File: src/sv/dsp_pkg.sv
`timescale 1ns / 1ps

package dsp_pkg;

  // Width of each date field on the result bus.
  localparam int unsigned OutWidth = 20;

  // Character codes of the decimal digits.
  localparam logic [7:0] CharZero = 8'h30;
  localparam logic [7:0] CharNine = 8'h39;

  // A number above this is taken to be a year in free mode.
  localparam int unsigned YearFloor = 1000;

  // Field slots; SlotNone marks a finished or discarded field.
  localparam logic [1:0] SlotYear  = 2'd0;
  localparam logic [1:0] SlotMonth = 2'd1;
  localparam logic [1:0] SlotDay   = 2'd2;
  localparam logic [1:0] SlotNone  = 2'd3;

  // One parsed date as it leaves the block.
  typedef struct packed {
    logic                valid_res;
    logic [OutWidth-1:0] day;
    logic [OutWidth-1:0] month;
    logic [OutWidth-1:0] year;
  } date_res_t;

  function automatic logic is_digit(input logic [7:0] ch);
    return (ch >= CharZero) && (ch <= CharNine);
  endfunction

endpackage

File: src/sv/date_string_parser.sv
`timescale 1ns / 1ps

// Channel   Dir  Handshake                        Payload
// s_axis    in   s_axis_tvalid_i/s_axis_tready_o  tdata=ch, tuser=has_char, tlast=last
// m_axis    out  m_axis_tvalid_o/m_axis_tready_i  tdata={day,month,year}, tuser=valid_res
// cfg       in   cfg_we_i (no stall)              cfg_wdata_i = mode_w3c
//
// One input beat is taken every cycle unless the skid register is full. The parse
// state is updated in the cycle a beat is accepted, and the result of a string is
// written into the output buffer when its last beat is accepted. A two-entry output
// buffer (result register plus a skid register) lets the input keep flowing while a
// result waits; the input only stalls when both entries are full. Reset clears the
// parse state, the mode (free mode) and the output buffer.
module date_string_parser #(
  parameter int unsigned NUM_WIDTH = 20
) (
  input  logic        clk_i,
  input  logic        rst_ni,
  input  logic        cfg_we_i,
  input  logic        cfg_wdata_i,      // mode_w3c
  input  logic        s_axis_tvalid_i,
  output logic        s_axis_tready_o,
  input  logic [7:0]  s_axis_tdata_i,   // [7:0] ch
  input  logic        s_axis_tuser_i,   // [0] has_char
  input  logic        s_axis_tlast_i,   // last
  output logic        m_axis_tvalid_o,
  input  logic        m_axis_tready_i,
  output logic [63:0] m_axis_tdata_o,   // [19:0] year, [39:20] month, [59:40] day, rest 0
  output logic        m_axis_tuser_o    // [0] valid_res
);
  import dsp_pkg::*;

  localparam int unsigned NumFields = 3;
  localparam logic [NUM_WIDTH-1:0] YearFloorN = NUM_WIDTH'(YearFloor);

  // Mode register.
  logic mode_w3c_q;

  // Parse state for the string in flight.
  logic [1:0]           field_index_q, field_index_d;
  logic                 in_digits_q, in_digits_d;
  logic [1:0]           num_count_q, num_count_d;
  logic [NUM_WIDTH-1:0] store_q [NumFields];
  logic [NUM_WIDTH-1:0] store_d [NumFields];

  // Output buffer.
  logic      out_valid_q, skid_valid_q;
  date_res_t out_q, skid_q;

  logic                 accept;
  logic                 pop;
  logic                 push;
  logic                 digit;
  logic [1:0]           slot;
  logic [NUM_WIDTH-1:0] acc_in;
  logic [NUM_WIDTH-1:0] acc_out;
  logic [1:0]           field_index_u;
  logic                 in_digits_u;
  logic [1:0]           num_count_u;
  logic [NUM_WIDTH-1:0] store_u [NumFields];
  date_res_t            res;

  assign s_axis_tready_o = !skid_valid_q;
  assign accept          = s_axis_tvalid_i && s_axis_tready_o;
  assign push            = accept && s_axis_tlast_i;
  assign pop             = out_valid_q && m_axis_tready_i;

  assign digit = is_digit(s_axis_tdata_i);

  // Pick the slot this character lands in. In free mode a new digit run takes
  // the next free slot, or is thrown away once three runs have been seen.
  always_comb begin
    if (!mode_w3c_q && !in_digits_q) begin
      slot = (num_count_q == SlotNone) ? SlotNone : num_count_q;
    end else begin
      slot = field_index_q;
    end
  end

  assign acc_in = (slot == SlotNone) ? '0 : store_q[slot];

  dsp_acc #(
    .NUM_WIDTH(NUM_WIDTH)
  ) u_acc (
    .value_i(acc_in),
    .digit_i(s_axis_tdata_i[3:0]),
    .value_o(acc_out)
  );

  // State after the character of this beat, before the end of string clears it.
  always_comb begin
    field_index_u = field_index_q;
    in_digits_u   = in_digits_q;
    num_count_u   = num_count_q;
    for (int i = 0; i < NumFields; i++) begin
      store_u[i] = store_q[i];
    end
    if (s_axis_tuser_i) begin
      if (mode_w3c_q) begin
        if (field_index_q != SlotNone) begin
          if (digit) begin
            store_u[field_index_q] = acc_out;
          end else begin
            field_index_u = field_index_q + 2'd1;
          end
        end
      end else if (digit) begin
        if (!in_digits_q) begin
          field_index_u = slot;
          if (num_count_q != SlotNone) begin
            num_count_u = num_count_q + 2'd1;
          end
        end
        in_digits_u = 1'b1;
        if (slot != SlotNone) begin
          store_u[slot] = acc_out;
        end
      end else begin
        in_digits_u = 1'b0;
      end
    end
  end

  function automatic logic [OutWidth-1:0] to_out(input logic [NUM_WIDTH-1:0] v);
    logic [NUM_WIDTH+OutWidth-1:0] wide;
    wide = {{OutWidth{1'b0}}, v};
    return wide[OutWidth-1:0];
  endfunction

  // Field ordering at the end of the string.
  always_comb begin
    res = '0;
    if (mode_w3c_q) begin
      res.year      = to_out(store_u[SlotYear]);
      res.month     = to_out(store_u[SlotMonth]);
      res.day       = to_out(store_u[SlotDay]);
      res.valid_res = 1'b1;
    end else if (num_count_u == SlotNone) begin
      if (store_u[SlotYear] > YearFloorN) begin
        res.year      = to_out(store_u[SlotYear]);
        res.month     = to_out(store_u[SlotMonth]);
        res.day       = to_out(store_u[SlotDay]);
        res.valid_res = 1'b1;
      end else if (store_u[SlotDay] > YearFloorN) begin
        // Day-month-year order: the first run is the day.
        res.day       = to_out(store_u[SlotYear]);
        res.month     = to_out(store_u[SlotMonth]);
        res.year      = to_out(store_u[SlotDay]);
        res.valid_res = 1'b1;
      end
    end
  end

  // Next parse state: the end of a string starts the next one from scratch.
  always_comb begin
    field_index_d = field_index_q;
    in_digits_d   = in_digits_q;
    num_count_d   = num_count_q;
    for (int i = 0; i < NumFields; i++) begin
      store_d[i] = store_q[i];
    end
    if (accept) begin
      if (s_axis_tlast_i) begin
        field_index_d = '0;
        in_digits_d   = 1'b0;
        num_count_d   = '0;
        for (int i = 0; i < NumFields; i++) begin
          store_d[i] = '0;
        end
      end else begin
        field_index_d = field_index_u;
        in_digits_d   = in_digits_u;
        num_count_d   = num_count_u;
        for (int i = 0; i < NumFields; i++) begin
          store_d[i] = store_u[i];
        end
      end
    end
  end

  always_ff @(posedge clk_i or negedge rst_ni) begin
    if (!rst_ni) begin
      mode_w3c_q    <= 1'b0;
      field_index_q <= '0;
      in_digits_q   <= 1'b0;
      num_count_q   <= '0;
      for (int i = 0; i < NumFields; i++) begin
        store_q[i] <= '0;
      end
    end else begin
      if (cfg_we_i) begin
        mode_w3c_q <= cfg_wdata_i;
      end
      field_index_q <= field_index_d;
      in_digits_q   <= in_digits_d;
      num_count_q   <= num_count_d;
      for (int i = 0; i < NumFields; i++) begin
        store_q[i] <= store_d[i];
      end
    end
  end

  // Output buffer: the result register refills from the skid register first,
  // so results leave in order. The skid only fills while the result register
  // is held by the sink.
  always_ff @(posedge clk_i or negedge rst_ni) begin
    if (!rst_ni) begin
      out_valid_q  <= 1'b0;
      skid_valid_q <= 1'b0;
    end else if (!out_valid_q || pop) begin
      if (skid_valid_q) begin
        out_valid_q  <= 1'b1;
        skid_valid_q <= 1'b0;
      end else begin
        out_valid_q <= push;
      end
    end else if (push) begin
      skid_valid_q <= 1'b1;
    end
  end

  always_ff @(posedge clk_i) begin
    if (!out_valid_q || pop) begin
      if (skid_valid_q) begin
        out_q <= skid_q;
      end else if (push) begin
        out_q <= res;
      end
    end else if (push) begin
      skid_q <= res;
    end
  end

  assign m_axis_tvalid_o = out_valid_q;
  assign m_axis_tdata_o  = {4'b0000, out_q.day, out_q.month, out_q.year};
  assign m_axis_tuser_o  = out_q.valid_res;

  // The skid register is only ever used behind a full result register.
  assert property (@(posedge clk_i) disable iff (!rst_ni)
    skid_valid_q |-> out_valid_q)
    else $error("skid entry held while result register empty");

  // The end of a string always leaves a clean parse state behind.
  assert property (@(posedge clk_i) disable iff (!rst_ni)
    push |=> (field_index_q == '0) && (num_count_q == '0) && !in_digits_q)
    else $error("parse state not cleared after end of string");

  // A rejected date carries zero fields.
  assert property (@(posedge clk_i) disable iff (!rst_ni)
    (m_axis_tvalid_o && !m_axis_tuser_o) |-> (m_axis_tdata_o == '0))
    else $error("invalid result with nonzero fields");

  // A result appears in the cycle after the last beat when the buffer was empty.
  assert property (@(posedge clk_i) disable iff (!rst_ni)
    (push && !out_valid_q) |=> out_valid_q)
    else $error("result lost after end of string");

endmodule

File: src/sv/dsp_acc.sv
`timescale 1ns / 1ps

// Decimal accumulate step: value * 10 + digit, saturating at the all-ones value.
module dsp_acc #(
  parameter int unsigned NUM_WIDTH = 20
) (
  input  logic [NUM_WIDTH-1:0] value_i,
  input  logic [3:0]           digit_i,
  output logic [NUM_WIDTH-1:0] value_o
);

  localparam int unsigned WideWidth = NUM_WIDTH + 4;

  logic [WideWidth-1:0] times_ten;
  logic [WideWidth-1:0] sum;

  // Times ten as two shifted copies, no multiplier needed.
  assign times_ten = {1'b0, value_i, 3'b000} + {3'b000, value_i, 1'b0};
  assign sum       = times_ten + {{NUM_WIDTH{1'b0}}, digit_i};

  assign value_o = (sum[WideWidth-1:NUM_WIDTH] != 4'd0) ? {NUM_WIDTH{1'b1}}
                                                        : sum[NUM_WIDTH-1:0];

endmodule

File: config.mk
export PLATFORM = sky130hd
export DESIGN_NAME = date_string_parser
export DESIGN_NICKNAME = d
export VERILOG_FILES = /design/src/sv/dsp_pkg.sv /design/src/sv/date_string_parser.sv /design/src/sv/dsp_acc.sv
export SDC_FILE = /design/constraint.sdc
export NUM_CORES = 1
export LEC_CHECK = 0
export BUFFER_PORTS_ARGS = -buffer_cell sky130_fd_sc_hd__buf_2
export CORE_ASPECT_RATIO = 1.25
export CORE_MARGIN = 2
export CORE_UTILIZATION = 61
export DETAILED_ROUTE_END_ITERATION = 16
export MAX_ROUTING_LAYER = met4
export PLACE_DENSITY = 0.81
export SYNTH_ARGS = -nofsm -noshare
export SYNTH_HDL_FRONTEND = slang
export SYNTH_HIERARCHICAL = 1
export SYNTH_SLANG_ARGS = --single-unit
File: constraint.sdc
create_clock -name clk_i -period 7.93 [get_ports clk_i]
set_clock_uncertainty 0.05 [all_clocks]
set_input_delay 1.9825 -clock clk_i [delete_from_list [all_inputs] [get_ports clk_i]]
set_output_delay 1.9825 -clock clk_i [all_outputs]
set_load 0.01 [all_outputs]
==> reports/results.ini, run 1 <==
[synthesis]
synth-simple-area-share_pct = 13.2
synth-seq-cells = 190
async_reset_ff_share_pct = 35.8
synth_top_area_share_pct = 33.0
synth_edf_count = 122
synth_compound_area_share_pct = 19.7
synth_xor_area_share_pct = 1.26
syn_avg_cell_area_um2 = 10.8
synth_cells = 1030
synth_top_area_cell = edfxtp_1
synth_fa_ha_area_share_pct = 5.20
synth.area.top_cells = edfxtp_1 33%, dfrtp_1 15%, mux2i_1 5.4%, ha_1 4.8%, nand2_1 4.4%
synth-warning-count = 6
synthMuxAreaShare_pct = 8.85
ys_types = 77
synth_top_family_by_area = compound AO/OA/AOI/OAI gates
yosysSeqAreaShare_pct = 48.3
syn_area_mm2 = 0.0111
synth_ff_type = edfxtp_1

[drt]
ant_nets = 0
dr.pass1.iters = 6
drt_iter0_drc = 999
wl_um = 29500
via_per_inst = 6.79
via_count = 9058
drc = 0
detail_route.wl_per_cell_um = 22.1

[final_layout]
drive_above_1_share_pct = 18.7
antennaDiodeCount = 0
area_growth_pct = 11.6
fin_nets = 1155

[min_path]
hold_path.class = register to register

[worst_setup_path]
start_kind = register
cp_num_buf_inv = 3
crit_family = simple AND/OR/NAND/NOR gates
cp.required_ps = 8060
slowest_stage = or4b_1
path_cells = nor2_2 > mux2i_4 > buf_4 > mux2i_1 > o21ai_0 > inv_1 > fa_1 > fa_1 > nand2b_1 > a21oi_1 > o21ai_0 > a31oi_1 > a31oi_1 > xnor2_1 > or4_1 > or4b_1 > nor4_2 > nand4_2 > nor4_4 > or3_1 > buf_12 > o32ai_1 > mux2_2
cp.arrival_ps = 7520
crit_type = register to register
max_stage_delay_ps = 570
cp-end-kind = register
path_max_fanout = 13

[grt]
grt_usage_pct = 31.8
grt_pass1_vias = 8556
grt_max_degree = 75
antenna_found_initial = 0
globalRouteOverflowTotal = 0
grt_pass1_wl_um = 47400

[clock_network]
htree_levels = 4
worstSkewPairLatency_ps = 440
clock_sink_count = 190
cts_hold_buf = 0
cts_buffer_depth = 2
cts_tree = yes
cts_root_buffer = clkbuf_16
cts.clk_slew.worst_paths_ps = 80
cts_made_buffers = 17

[timing]
hold_viol_final = 0
finalMaxSlewViolations = 0
setup_viol = 0
worst_slew_pin_slew_ps = 1230
fin_crit_sh_pct = 93.1
relSlewSlack_pct = 17.9
holdWs_ps = 482
fmaxAchievable_ghz = 0.135
setup_tns_ps = 0
finalCriticalPeriod_ps = 7380
rsz0062_at_grt = no

[placed_design]
dp_hpwl_um = 20700
place.port_buffers = 78
gp_congestion = 0.938

[flow_run]
cap_violations = 0

[power_and_ir_drop]
power_density_mw_per_mm2 = 176
ir_worst_vdd_mv = 0.152
p_leak_nw = 5.36
power_w = 0.00218

[status]
status = finished clean

[floorplanning]
coreArea_mm2 = 0.0180
die_area_mm2 = 0.0193
ioPinCount = 83
die_h_um = 155
start_util_pct = 61.9
die-width_um = 125
num_rows = 55

## worst paths after layout
path                              from                  to  slack, ps  depth (start not counted)
max                        in_digits_q   m_axis_tdata_o[0]        550                         23
min                         skid_q[20]  m_axis_tdata_o[20]        480                          2
max reg2reg                in_digits_q   m_axis_tdata_o[0]        550                         23
min reg2reg                 skid_q[20]  m_axis_tdata_o[20]        480                          2
max in group asynchronous       rst_ni        skid_valid_q       5520                          2
min in group asynchronous       rst_ni          store_q[1]       1680                          2
## per-stage QoR
step	util, %	instance area [µm²]	setup WS (ps)	cells
6_report	69.0	12400	545	1335
5_1_grt	69.0	12400	91.9	1335
4_1_cts	68.9	12400	442	1334
3_5_place_dp	65.4	11700	205	1302
3_3_place_gp	65.4	11700	386	1302
2_1_floorplan	-	11100	713	1033
## cell type report
class                           count  area, µm²
Tap cell                          228        285
Multi-Input combinational cell    762       5420
Fill cell                        1258       5560
Clock inverter                     15        218
Sequential cell                   190       5370
Inverter                           21       78.8
Timing Repair Buffer              102        608
Clock buffer                       17        425
## synthesized netlist by cell type, drive strengths merged, types with 5 or more instances
cell / instances
a211oi: 11
a21o: 12
a21oi: 49
a222oi: 7
a22o: 42
a31oi: 7
a41oi: 8
and2: 10
and4: 5
buf: 30
clkbuf: 30
dfrtp: 68
edfxtp: 122
ha: 43
inv: 20
mux2: 34
mux2i: 60
nand2: 129
nand2b: 7
nand3: 12
nor2: 66
nor2b: 12
nor3: 14
nor4: 12
o211ai: 6
o21ai: 84
o22ai: 10
o31ai: 40
o32ai: 10
xnor2: 8
xor2: 8
## routing by layer
layer  track usage (%)  share of wire, %
met1              43.4                41
met5                 -                 0
met4              10.6               2.9
met3              4.75               8.6
met2              49.6                48
## cells in the final DEF, fill, tap and decap left out, types with 10 or more instances in the layout
cell	n
dfrtp_1	67
nor2_1	63
mux2_2	34
nor2b_1	12
a21o_1	12
clkbuf_16	17
o21ai_0	75
nand3_1	11
o31ai_1	38
ha_1	43
nor3_1	10
inv_1	20
buf_4	21
buf_2	78
edfxtp_1	122
mux2i_1	59
and2_1	10
a22o_1	42
nand2_1	129
a21oi_1	47
## cells by family after synthesis
logic type               count (synthesis)
AND/OR/NAND/NOR                        292
buffers and inverters                   81
XOR/XNOR                                16
AO/OA/AOI/OAI                          311
adder cells (fa/ha/maj)                 45
flip-flops                             190
multiplexers                            94
other                                    1
## sequential cells by signal (all words and copies together), names as in the netlist
name,flops
field_index_q,2
in_digits_q,1
m_axis_tdata_o,60
m_axis_tuser_o,1
m_axis_tvalid_o,1
mode_w3c_q,1
num_count_q,2
skid_q,61
skid_valid_q,1
store_q,60
## report_power, final
part / switching [W] / total [W] / leakage (nW) / internal [W]
Sequential: 0.0000121 / 0.00109 / 2.13 / 0.00108
Combinational: 0.000123 / 0.000176 / 2.93 / 0.0000528
Clock: 0.000445 / 0.000914 / 0.312 / 0.000469
## worst reg2reg max path, delay by kind of cell (launching register included)
family | cells | cell delay (ps)
xor+xnor | 1 | 160
fa+ha+maj | 2 | 930
buf+inv | 3 | 570
compound gates | 6 | 1280
simple gates | 8 | 2980
flops | 1 | 480
mux | 3 | 680
## timing repair
item                       in CTS  in global routing
resized for setup               0                  2
setup buffers                   0                  1
setup endpoints to repair       0                 66
Power figures use the tool's default switching activity.
==> run 2, diff against run 1 <==
--- a/config.mk
+++ b/config.mk
@@ -10,6 +10,7 @@
 export CORE_MARGIN = 2
 export CORE_UTILIZATION = 61
 export DETAILED_ROUTE_END_ITERATION = 16
+export GPL_TIMING_DRIVEN = 0
 export MAX_ROUTING_LAYER = met4
 export PLACE_DENSITY = 0.81
 export SYNTH_ARGS = -nofsm -noshare
==> reports/results.ini, run 2 (synthesis results as in run 1) <==
[floorplanning]
coreArea_mm2 = 0.0180
start_util_pct = 61.9
die_area_mm2 = 0.0193
die_h_um = 155
die-width_um = 125
num_rows = 55
ioPinCount = 83

[clock_network]
cts_made_buffers = 17
htree_levels = 4
cts_tree = yes
clock_sink_count = 190
cts_root_buffer = clkbuf_16
cts_hold_buf = 0
worstSkewPairLatency_ps = 450
cts.clk_slew.worst_paths_ps = 80
cts_buffer_depth = 2

[grt]
grt_max_degree = 69
grt_pass1_wl_um = 48500
grt_pass1_vias = 8945
antenna_found_initial = 0
globalRouteOverflowTotal = 0
grt_usage_pct = 32.7

[final_layout]
largest_reg_flops = 61
final_common_cell = nand2_1
fin_area_mm2 = 0.0126
multi_input_area_mm2 = 0.00542
area_growth_pct = 13.1
fin_nets = 1200
drive_above_1_share_pct = 19.9
nFillCells = 1283
regArea_mm2 = 0.00537
final_cell_mix = 128 x nand2_1, 122 x edfxtp_1, 93 x buf_2, 71 x o21ai_0, 68 x dfrtp_1
antennaDiodeCount = 0
top_register = skid_q

[power_and_ir_drop]
clockPowerShare_pct = 40.4
power_frac_comb_pct = 8.6
p_switching_w = 0.000574
ir_worst_vdd_mv = 0.167
seqPwrFrac_pct = 51.0
p_leak_nw = 5.46
intPower_w = 0.00157
power_density_mw_per_mm2 = 170
switching_share_pct = 26.8

[drt]
drc = 0
detail_route.wl_per_cell_um = 22.1
routed-wl-met2_um = 14700
wl_um = 30400
drt_iter0_drc = 1305
wl_met1_um = 12000
via_count = 9231
top_layer_used = met4
ant_nets = 0
via_per_inst = 6.69
dr.pass1.iters = 7
wl_met3_um = 2580

[timing]
worst_slew_pin_slew_ps = 1050
setup_viol = 0
hold_viol_final = 0
finalCriticalPeriod_ps = 7590
fin_crit_sh_pct = 95.7
rsz0062_at_grt = no
fmaxAchievable_ghz = 0.132
setup_tns_ps = 0
relSlewSlack_pct = 29.1
finalMaxSlewViolations = 0
holdWs_ps = 475

[worst_setup_path]
cp.arrival_ps = 7710
start_kind = register
reg2reg_from = mode_w3c_q
cp-end-kind = register
critPathLaunch = mode_w3c_q
path_max_fanout = 10
cp.required_ps = 8050
crit_type = register to register

[placed_design]
placed_area_mm2 = 0.0119
place.port_buffers = 78
gp_congestion = 0.970
dp_hpwl_um = 22700

[flow_run]
cap_violations = 0

[min_path]
hp-start = skid_q[25]
hold_path.class = register to register

[status]
status = finished clean

-- run 2: changes by cell type in the layout (fill, tap and decap cells not counted), moves of 4 or more --
| cell | previous run | this run |
|---|---|---|
| buf_2 | 78 | 93 |
| buf_4 | 21 | 13 |
| buf_6 | 0 | 10 |
| clkbuf_1 | 0 | 23 |
| clkbuf_2 | 0 | 5 |
| o21ai_0 | 75 | 71 |
| o21ai_1 | 9 | 13 |
-- run 2: worst paths after layout --
path                                      end  slack, ps  depth (start not counted)
max                                skid_q[29]        340                         25
min in group asynchronous          store_q[2]       1580                          1
max in group asynchronous         store_q[51]       5660                          1
min reg2reg                m_axis_tdata_o[25]        480                          2
min                        m_axis_tdata_o[25]        480                          2
max reg2reg                        skid_q[29]        340                         25
-- run 2: layer usage --
metal | vias to the layer above | global-route usage (%)
met5 | - | -
met4 | 0 | 12.9
met3 | 130 | 5.33
met2 | 576 | 52.6
met1 | 4372 | 42.1
li1 | 4153 | -
-- run 2: timing repair --
| action | in CTS | in global routing |
|---|---|---|
| buffers inserted | 2 | 2 |
| pin swaps | 1 | 2 |
| setup endpoints to repair | 122 | 110 |
| gates cloned | 0 | 0 |
| gates resized for setup | 12 | 11 |
-- run 2: power by group through the flow --
stage | clock, W | sequential, W | combinational (W)
CTS | 0.000863 | 0.00109 | 0.000181
global placement | 0 | 0.00112 | 0.000170
floorplan | 0 | 0.00112 | 0.0000986
detailed placement | 0 | 0.00111 | 0.000179
global route | 0.000909 | 0.00109 | 0.000198
finish | 0.000866 | 0.00109 | 0.000184
-- run 2: metrics by stage --
stage          total power (W)  utilization (%)  cells  setup WS (ps)
3_5_place_dp           0.00129             66.2   1345           -980
2_1_floorplan          0.00122                -   1033            713
4_1_cts                0.00214             69.8   1379           2.61
6_report               0.00214             70.0   1380            338
5_1_grt                0.00220             70.0   1380           37.0
3_3_place_gp           0.00129             65.7   1339          -1250
-- run 2: final cells by class --
class	count	area share, %
well taps	228	2.27
inverters	21	0.627
clock inverters	15	1.39
clock buffers	17	3.38
plain buffers	59	2.54
multi-input cells	762	43.1
flip-flops and latches	190	42.7
repair buffers	88	3.97
-- run 2: worst max-delay path, stage by stage, from the launching register on --
cell      delay, ps
dfrtp_1         380
buf_6           130
nor2_1          250
mux2i_2         280
clkbuf_4        290
mux2i_1          90
o21ai_0         270
inv_1           110
fa_1            580
inv_1            50
ha_1            270
a21o_1          190
and4_1          220
o21ai_0         370
a21oi_1         170
o21ai_0         230
a21oi_1         150
or4_1           470
or4b_4          630
nor4_2          410
nand4_2         270
nor4_4          410
o22ai_2         270
a21oi_2         350
buf_2           290
nor2_1           80
